File: src/rtl/spt_pkg.sv
package spt_pkg;

  // Longest path in bytes; a byte arriving after this many is rejected.
  localparam int MAX_LEN = 256;
  // Byte counter and token start hold 0 .. MAX_LEN.
  localparam int POS_W = $clog2(MAX_LEN + 1);

  // Verdict codes.
  localparam logic [1:0] VERD_NONE   = 2'd0;
  localparam logic [1:0] VERD_ACCEPT = 2'd1;
  localparam logic [1:0] VERD_REJECT = 2'd2;

  // Token kinds.
  localparam logic [1:0] TOK_NONE   = 2'd0;
  localparam logic [1:0] TOK_ROUTE  = 2'd1;
  localparam logic [1:0] TOK_LOCAL  = 2'd2;
  localparam logic [1:0] TOK_MDOM   = 2'd3;

  // Byte classes produced by the front end.
  typedef enum logic [2:0] {
    CLS_SPACE,
    CLS_LT,
    CLS_GT,
    CLS_AT,
    CLS_COMMA,
    CLS_COLON,
    CLS_OTHER
  } spt_cls_t;

  typedef struct packed {
    logic [7:0] ch;
    logic       is_end;
  } spt_in_t;

  typedef struct packed {
    logic [1:0] token_kind;
    logic [7:0] token_start;
    logic [7:0] token_len;
    logic [1:0] verdict;
    logic [7:0] trailing_pos;
  } spt_out_t;

  // Classified word as it travels through the queue.
  typedef struct packed {
    logic     is_end;
    spt_cls_t cls;
  } spt_item_t;

  function automatic spt_cls_t spt_classify(input logic [7:0] c);
    spt_cls_t cls;
    unique case (c)
      8'd13, 8'd10, 8'd9, 8'd32: cls = CLS_SPACE;
      8'd60:                     cls = CLS_LT;
      8'd62:                     cls = CLS_GT;
      8'd64:                     cls = CLS_AT;
      8'd44:                     cls = CLS_COMMA;
      8'd58:                     cls = CLS_COLON;
      default:                   cls = CLS_OTHER;
    endcase
    return cls;
  endfunction

endpackage

File: src/rtl/spt_front.sv
module spt_front
  import spt_pkg::*;
(
  input  logic      clk,
  input  logic      rst_n,
  input  logic      in_valid,
  output logic      in_stall,
  input  spt_in_t   in_data,
  output logic      push_valid,
  input  logic      push_ready,
  output spt_item_t push_item
);

  logic      valid_r, valid_nxt;
  spt_item_t item_r, item_nxt;
  logic      load;

  // The holding register refills whenever it is empty or hands its word on.
  assign load     = !valid_r || push_ready;
  assign in_stall = !load;

  always_comb begin
    valid_nxt = valid_r;
    item_nxt  = item_r;
    if (load) begin
      valid_nxt       = in_valid;
      item_nxt.is_end = in_data.is_end;
      item_nxt.cls    = spt_classify(in_data.ch);
    end
  end

  always_ff @(posedge clk) begin
    if (!rst_n) begin
      valid_r <= 1'b0;
    end else begin
      valid_r <= valid_nxt;
    end
    item_r <= item_nxt;
  end

  assign push_valid = valid_r;
  assign push_item  = item_r;

endmodule

File: src/rtl/spt_queue.sv
module spt_queue
  import spt_pkg::*;
(
  input  logic      clk,
  input  logic      rst_n,
  input  logic      push_valid,
  output logic      push_ready,
  input  spt_item_t push_item,
  output logic      pop_valid,
  input  logic      pop_ready,
  output spt_item_t pop_item
);

  spt_item_t  mem [2];
  logic       wr_ptr_r, wr_ptr_nxt;
  logic       rd_ptr_r, rd_ptr_nxt;
  logic [1:0] count_r, count_nxt;
  logic       do_push, do_pop;

  assign push_ready = (count_r != 2'd2);
  assign pop_valid  = (count_r != 2'd0);
  assign pop_item   = mem[rd_ptr_r];
  assign do_push    = push_valid && push_ready;
  assign do_pop     = pop_valid && pop_ready;

  always_comb begin
    wr_ptr_nxt = do_push ? ~wr_ptr_r : wr_ptr_r;
    rd_ptr_nxt = do_pop ? ~rd_ptr_r : rd_ptr_r;
    count_nxt  = count_r;
    if (do_push && !do_pop) begin
      count_nxt = count_r + 2'd1;
    end else if (do_pop && !do_push) begin
      count_nxt = count_r - 2'd1;
    end
  end

  always_ff @(posedge clk) begin
    if (!rst_n) begin
      wr_ptr_r <= 1'b0;
      rd_ptr_r <= 1'b0;
      count_r  <= 2'd0;
    end else begin
      wr_ptr_r <= wr_ptr_nxt;
      rd_ptr_r <= rd_ptr_nxt;
      count_r  <= count_nxt;
    end
  end

  always_ff @(posedge clk) begin
    if (do_push) begin
      mem[wr_ptr_r] <= push_item;
    end
  end

endmodule

File: src/rtl/spt_back.sv
module spt_back
  import spt_pkg::*;
(
  input  logic      clk,
  input  logic      rst_n,
  input  logic      cfg_we,
  input  logic      cfg_wdata,
  input  logic      pop_valid,
  output logic      pop_ready,
  input  spt_item_t pop_item,
  output logic      out_valid,
  input  logic      out_stall,
  output spt_out_t  out_data
);

  typedef enum logic [2:0] {
    PH_OPEN,
    PH_SEP,
    PH_ROUTE,
    PH_LOCAL,
    PH_MDOM,
    PH_FINAL
  } phase_t;

  phase_t           phase_r, phase_nxt;
  logic             decided_r, decided_nxt;
  logic [1:0]       final_r, final_nxt;
  logic [POS_W-1:0] pos_r, pos_nxt;
  logic [POS_W-1:0] tok_r, tok_nxt;
  logic             trail_r, trail_nxt;
  logic             out_valid_r, out_valid_nxt;
  spt_out_t         out_r, out_nxt;

  logic             pop;
  logic             empty_tok;
  logic [POS_W-1:0] tok_len;
  logic [POS_W-1:0] pos_inc;
  spt_out_t         res;

  assign pop_ready = !out_valid_r || !out_stall;
  assign pop       = pop_valid && pop_ready;
  assign empty_tok = (tok_r >= pos_r);
  assign tok_len   = pos_r - tok_r;
  assign pos_inc   = pos_r + POS_W'(1);

  always_comb begin
    phase_nxt   = phase_r;
    decided_nxt = decided_r;
    final_nxt   = final_r;
    pos_nxt     = pos_r;
    tok_nxt     = tok_r;
    trail_nxt   = cfg_we ? cfg_wdata : trail_r;
    res         = '0;

    if (pop) begin
      if (pop_item.is_end) begin
        res.verdict = decided_r ? final_r
                    : ((phase_r == PH_FINAL) ? VERD_ACCEPT : VERD_REJECT);
        phase_nxt   = PH_OPEN;
        decided_nxt = 1'b0;
        final_nxt   = VERD_NONE;
        pos_nxt     = '0;
        tok_nxt     = '0;
      end else if (!decided_r) begin
        if (pos_r >= POS_W'(MAX_LEN)) begin
          res.verdict = VERD_REJECT;
        end else begin
          unique case (phase_r)
            PH_OPEN: begin
              if (pop_item.cls == CLS_LT) begin
                phase_nxt = PH_SEP;
              end else begin
                res.verdict = VERD_REJECT;
              end
            end
            PH_SEP: begin
              case (pop_item.cls)
                CLS_SPACE: ;
                CLS_AT: begin
                  phase_nxt = PH_ROUTE;
                  tok_nxt   = pos_inc;
                end
                CLS_GT: phase_nxt = PH_FINAL;
                default: begin
                  phase_nxt = PH_LOCAL;
                  tok_nxt   = pos_r;
                end
              endcase
            end
            PH_ROUTE: begin
              if (pop_item.cls inside {CLS_COMMA, CLS_COLON}) begin
                if (empty_tok) begin
                  res.verdict = VERD_REJECT;
                end else begin
                  res.token_kind  = TOK_ROUTE;
                  res.token_start = tok_r[7:0];
                  res.token_len   = tok_len[7:0];
                  if (pop_item.cls == CLS_COMMA) begin
                    phase_nxt = PH_SEP;
                  end else begin
                    phase_nxt = PH_LOCAL;
                    tok_nxt   = pos_inc;
                  end
                end
              end
            end
            PH_LOCAL: begin
              if (pop_item.cls == CLS_AT) begin
                if (empty_tok) begin
                  res.verdict = VERD_REJECT;
                end else begin
                  res.token_kind  = TOK_LOCAL;
                  res.token_start = tok_r[7:0];
                  res.token_len   = tok_len[7:0];
                  phase_nxt       = PH_MDOM;
                  tok_nxt         = pos_inc;
                end
              end
            end
            PH_MDOM: begin
              if (pop_item.cls == CLS_GT) begin
                if (empty_tok) begin
                  res.verdict = VERD_REJECT;
                end else begin
                  res.token_kind  = TOK_MDOM;
                  res.token_start = tok_r[7:0];
                  res.token_len   = tok_len[7:0];
                  phase_nxt       = PH_FINAL;
                end
              end
            end
            default: begin
              if (trail_r) begin
                res.verdict      = VERD_ACCEPT;
                res.trailing_pos = pos_r[7:0];
              end else if (pop_item.cls != CLS_SPACE) begin
                res.verdict = VERD_REJECT;
              end
            end
          endcase
        end
        if (res.verdict != VERD_NONE) begin
          decided_nxt = 1'b1;
          final_nxt   = res.verdict;
        end
        if (pos_r < POS_W'(MAX_LEN)) begin
          pos_nxt = pos_inc;
        end
      end
    end

    // Output register: refills on every pop, clears once its word is taken.
    out_valid_nxt = out_valid_r;
    out_nxt       = out_r;
    if (pop_ready) begin
      out_valid_nxt = pop;
      out_nxt       = res;
    end
  end

  always_ff @(posedge clk) begin
    if (!rst_n) begin
      phase_r     <= PH_OPEN;
      decided_r   <= 1'b0;
      final_r     <= VERD_NONE;
      pos_r       <= '0;
      tok_r       <= '0;
      trail_r     <= 1'b0;
      out_valid_r <= 1'b0;
    end else begin
      phase_r     <= phase_nxt;
      decided_r   <= decided_nxt;
      final_r     <= final_nxt;
      pos_r       <= pos_nxt;
      tok_r       <= tok_nxt;
      trail_r     <= trail_nxt;
      out_valid_r <= out_valid_nxt;
    end
    out_r <= out_nxt;
  end

  assign out_valid = out_valid_r;
  assign out_data  = out_r;

endmodule

File: src/rtl/smtp_path_tokenizer_top.sv
// Channel   Direction  Handshake             Word
// in_       input      in_valid / in_stall   spt_in_t  {ch, is_end}
// out_      output     out_valid / out_stall spt_out_t {token_kind, token_start,
//                                                       token_len, verdict, trailing_pos}
// cfg_      input      cfg_we (no wait)      cfg_wdata = trailing_mode
//
// One word is accepted per cycle while in_stall is low, and each word gives
// exactly one result word. When nothing stalls, the word passes the front
// holding register, the queue and the output register before out_valid rises.
// The parse update in the back end is combinational and sets the rate of one.
// Reset is synchronous and active low; it clears the parse state, the queue
// and the trailing mode register.
// A stall on the output fills the two-entry queue and then the front holding
// register before in_stall rises, so each side can stall independently.

module smtp_path_tokenizer_top
  import spt_pkg::*;
(
  input  logic     clk,
  input  logic     rst_n,
  input  logic     in_valid,
  output logic     in_stall,
  input  spt_in_t  in_data,
  output logic     out_valid,
  input  logic     out_stall,
  output spt_out_t out_data,
  input  logic     cfg_we,
  input  logic     cfg_wdata
);

  // Front to queue.
  logic      push_valid;
  logic      push_ready;
  spt_item_t push_item;

  // Queue to back end.
  logic      pop_valid;
  logic      pop_ready;
  spt_item_t pop_item;

  // The front end classifies each byte into a small code, so the back end
  // only ever sees separators, whitespace and "other".
  spt_front u_front (
    .clk        (clk),
    .rst_n      (rst_n),
    .in_valid   (in_valid),
    .in_stall   (in_stall),
    .in_data    (in_data),
    .push_valid (push_valid),
    .push_ready (push_ready),
    .push_item  (push_item)
  );

  // A two-entry queue decouples the classifier from the parser.
  spt_queue u_queue (
    .clk        (clk),
    .rst_n      (rst_n),
    .push_valid (push_valid),
    .push_ready (push_ready),
    .push_item  (push_item),
    .pop_valid  (pop_valid),
    .pop_ready  (pop_ready),
    .pop_item   (pop_item)
  );

  // The back end runs the six-phase parse, tracks the byte offset and token
  // start, and registers the result word.
  spt_back u_back (
    .clk       (clk),
    .rst_n     (rst_n),
    .cfg_we    (cfg_we),
    .cfg_wdata (cfg_wdata),
    .pop_valid (pop_valid),
    .pop_ready (pop_ready),
    .pop_item  (pop_item),
    .out_valid (out_valid),
    .out_stall (out_stall),
    .out_data  (out_data)
  );

endmodule
File: config.mk
export PLATFORM = sky130hd
export DESIGN_NAME = smtp_path_tokenizer_top
export DESIGN_NICKNAME = d
export VERILOG_FILES = /design/src/rtl/spt_pkg.sv /design/src/rtl/spt_front.sv /design/src/rtl/spt_queue.sv /design/src/rtl/spt_back.sv /design/src/rtl/smtp_path_tokenizer_top.sv
export SDC_FILE = /design/constraint.sdc
export NUM_CORES = 1
export LEC_CHECK = 0
export ABC_CLOCK_PERIOD_IN_PS = 3200
export BUFFER_PORTS_ARGS = -buffer_cell sky130_fd_sc_hd__buf_2
export CORE_MARGIN = 4
export CORE_UTILIZATION = 35
export DETAILED_ROUTE_END_ITERATION = 10
export MAX_ROUTING_LAYER = met4
export PLACE_DENSITY = 0.53
export SYNTH_ARGS = -nofsm -noshare
export SYNTH_HDL_FRONTEND = slang
export SYNTH_SLANG_ARGS = --single-unit
File: constraint.sdc
create_clock -name clk -period 3.2 [get_ports clk]
set_input_delay 0.64 -clock clk [delete_from_list [all_inputs] [get_ports clk]]
set_output_delay 0.64 -clock clk [all_outputs]
set_load 0.005 [all_outputs]
==> metrics <==
PostCTS Resize Cnt 0; CP required around 3.4 ns; maximum vdd drop 0.3092 mV; origin of the worst setup path u_back.pos_r[8]$_SDFFE_PN0P_; Slew Viols, Final 0; endpoints failing setup 0; clock skew 0.005017 ns; cell count after synthesis roughly 420; port bufs 44; post-synthesis simple-gate area fraction a little over a fifth; hpwl dp just under 7000 um; 1st-pass router iterations 4; cell row count 39; combinational share of power between 20% and 30%; Synth Flop Type edfxtp_1; root buffer cell clkbuf_16; cell taking the most area after synthesis edfxtp_1; # nets final between 500 and 600; mapped cell area ~4100 um^2; PwrDens between 600 and 700 nW/um^2; total negative setup slack 0 ns; initial antenna violation count 0; clock latency on the worst-skew pair about 0.33 ns; drt initial violations between 100 and 150; ranking of synthesized cells by area edfxtp_1 (30%), dfxtp_1 (16%), ha_1 (5.8%); DRC 0; All-Layer GR Usage between 10 and 15%; multi-input logic area 2039 um^2; Async SR Flop Fraction 0%; Area Overhead vs Synth 16.70%; Synth Area in XOR/XNOR 4.520%; maxcap violations 0; CTS max path bufs 2; gpl congestion approximately 0.83; Syn Area/Cell between 9 and 10 um^2; Tcrit/Tclk final 87.93%; DR vias/cell around 5.0; CTS clock-pin slew for the worst setup and hold paths roughly 0.06 ns; Seq cells post-synth between 70 and 80; I/O pins 45; WL final 9167 um; Sw Ratio 29.75%; starting density of the core around 36%; Die Span Y between 100 and 150 um; hold_sp u_front.push_item[0]$_DFFE_PN_; sequential cell area ~1800 um^2; P_leak 1.894 nW; worst slew pin tran 0.8066 ns; CP max stage cell o41a_1; reg2reg end u_back.tok_r[4]$_SDFFE_PN0P_; synth warn 0; Layout Utilization 41.58%; Post-Place Worst Slack 0.4100 ns; Die Area around 13000 um^2; number of clock sinks 72; CP max stage delay 0.64 ns; layout cells sized above 1 about 17%; n_diodes 0; worst-path cell chain inv_1 -> ha_1 -> a21oi_1 -> o21ai_0 -> a221oi_2 -> o211ai_2 -> o41a_1 -> mux2i_1; Compound-Gate Fraction of Synth Area between 10 and 15%; P_int about 2.1 mW; CTS tree done; Max Fclk 0.3554 GHz; Final Critical Period about 2.8 ns; pin count of the biggest net entering global routing 30; flop-to-flop setup slack between 0.3 and 0.4 ns; outcome finished clean; post-layout worst setup margin 0.3862 ns; worst hold slack roughly 0.44 ns; Fillers ~1200; Wirelength per Cell ~15 um; Worst Setup EP u_back.tok_r[4]$_SDFFE_PN0P_; total global routing overflow 0; area share of the largest cell type after synthesis 29.52%; slew margin rel. a little under half; Arr. time, crit path around 3 ns; Clock Power Share 35.5%; startpoint types flop; Final ANT Viol Nets 0; multiplexer share of the synthesized area under 10%; worst r2r src u_back.pos_r[8]$_SDFFE_PN0P_; H-tree levels 3; CTS buffer count 9; Seq/Total Area, Yosys 45.26%; Seq pwr share between 40% and 50%; Cell variety after synth 61; RSZ-0062 raised after global routing no; Final Hold Fails 0; total core area about 11000 um^2; post-synthesis adder-cell area fraction 6.335%; Setup Fix Bufs, Post-CTS 0; switching pwr between 0.8 and 0.9 mW; CP max FO 9; global-route wire length before repair 15160 um; Die W about 120 um; hold_buf cts 0; kind of critical path flop to flop; synthesized net count approximately 460; number of global-route vias before repair 3030; HP Class flop to flop; Vias 3099; Setup crit end kind flop; Post-synth EDFFs 40; largest family of logic cells by synthesized area simple AND/OR/NAND/NOR gates; R2R cell count 8
==> cell usage after synthesis, types with 2 or more instances <==
cell / number
nor2b_1: 8
edfxtp_1: 40
or4_1: 2
mux2i_1: 14
o211ai_1: 4
nor3b_1: 5
a2111oi_0: 2
buf_2: 3
buf_6: 3
clkbuf_1: 9
or4b_2: 2
a21oi_1: 28
xnor2_1: 13
and3_1: 3
or3_1: 2
ha_1: 19
nor2_1: 45
and2_1: 10
or2_2: 3
o21a_1: 3
a21boi_0: 2
nand2b_1: 5
xor2_1: 8
dfxtp_1: 32
inv_1: 28
nand3_1: 11
nor3_1: 11
o21bai_1: 3
a221oi_2: 2
nand3b_1: 3
o2bb2ai_1: 2
nor4_1: 2
o21ai_0: 19
nor4b_1: 2
a21o_1: 3
a31oi_1: 3
nand2_1: 41
nand4_1: 4
==> per-stage QoR <==
stage	instances	area [um^2]	total power, mW
2_1_floorplan	422	4069	1.691
3_3_place_gp	601	4438	1.899
3_5_place_dp	601	4438	1.913
4_1_cts	617	4748	2.963
5_1_grt	617	4748	3.093
6_report	617	4748	2.931
==> critical path, delay by kind of cell, from the launching register on <==
family | cells | cell delay, ns
adders and majority gates | 1 | 0.34
muxes | 1 | 0.20
AOI/OAI and AO/OA | 5 | 1.40
DFF | 1 | 0.56
buffers and inverters | 1 | 0.16
==> flip-flops by register name, indices dropped and copies added, names as in the netlist, named ones only <==
| register | count |
|---|---|
| u_back.decided_r | 1 |
| u_back.final_r | 2 |
| u_queue.wr_ptr_r | 1 |
| u_front.push_valid | 1 |
| u_front.push_item | 4 |
| u_back.tok_r | 9 |
| u_back.pos_r | 9 |
| u_queue.mem | 8 |
| u_back.trail_r | 1 |
| u_back.out_data | 28 |
| u_queue.rd_ptr_r | 1 |
| u_back.out_valid | 1 |
| u_back.phase_r | 3 |
| u_queue.count_r | 2 |
==> cell type report <==
cell class / instances / share of cell area, %
multi-input combinational: 307 / 42.95
sequential: 72 / 38.79
clock inverter: 2 / 0.7378
clock buffer: 14 / 5.797
inverter: 28 / 2.213
tap: 143 / 3.768
timing repair buffer: 51 / 5.744
==> worst min path at each step <==
| stage | to | slack (ns) | cells past startpoint |
|---|---|---|---|
| final | u_queue.mem[1][0]$_DFFE_PP_ | 0.44 | 0 |
| after global routing | u_queue.mem[1][0]$_DFFE_PP_ | 0.45 | 0 |
| after floorplan | u_queue.mem[0][0]$_DFFE_PP_ | 0.42 | 0 |
| after global placement | u_queue.mem[1][2]$_DFFE_PP_ | 0.43 | 0 |
| after CTS | u_queue.mem[1][1]$_DFFE_PP_ | 0.45 | 0 |
| after detailed placement | u_queue.mem[1][1]$_DFFE_PP_ | 0.43 | 0 |
==> cells in the final DEF (no fill, tap or decap), drive strengths merged, types with 4 or more instances in the layout <==
cell type,n
nand2b,5
inv,28
xor2,8
edfxtp,40
nor2b,8
or2,4
nand4,4
a21oi,29
mux2i,14
nand3,11
ha,19
nor3b,6
nor2,46
and2,11
o211ai,6
buf,51
dfxtp,32
nand2,41
o21ai,19
nor3,11
clkbuf,14
xnor2,13
==> power groups by stage <==
| stage | Combinational (mW) | Sequential (mW) | Clock [mW] |
|---|---|---|---|
| floorplan | 0.494 | 1.20 | 0 |
| detailed placement | 0.690 | 1.22 | 0 |
| global placement | 0.680 | 1.22 | 0 |
| CTS | 0.694 | 1.20 | 1.07 |
| global route | 0.768 | 1.22 | 1.10 |
| finish | 0.688 | 1.20 | 1.04 |
==> logic make-up (layout without fill, tap and decap cells) <==
group                      Yosys count  count (layout)
buffers and inverters               43              95
AOI/OAI and AO/OA                   83              83
DFF                                 72              72
xor gates and xnor gates            21              21
and+or+nand+nor                    167             167
muxes                               16              16
adders and majority gates           20              20
==> metal layers <==
layer,GRT usage [%],wire (um),vias up
met3,2.924,491,9
met2,22.44,4210,69
met4,5.027,99,0
met1,20.12,4366,1435
met5,-,0,-
li1,-,-,1586
No activity file was read; power rests on OpenSTA's default activity.
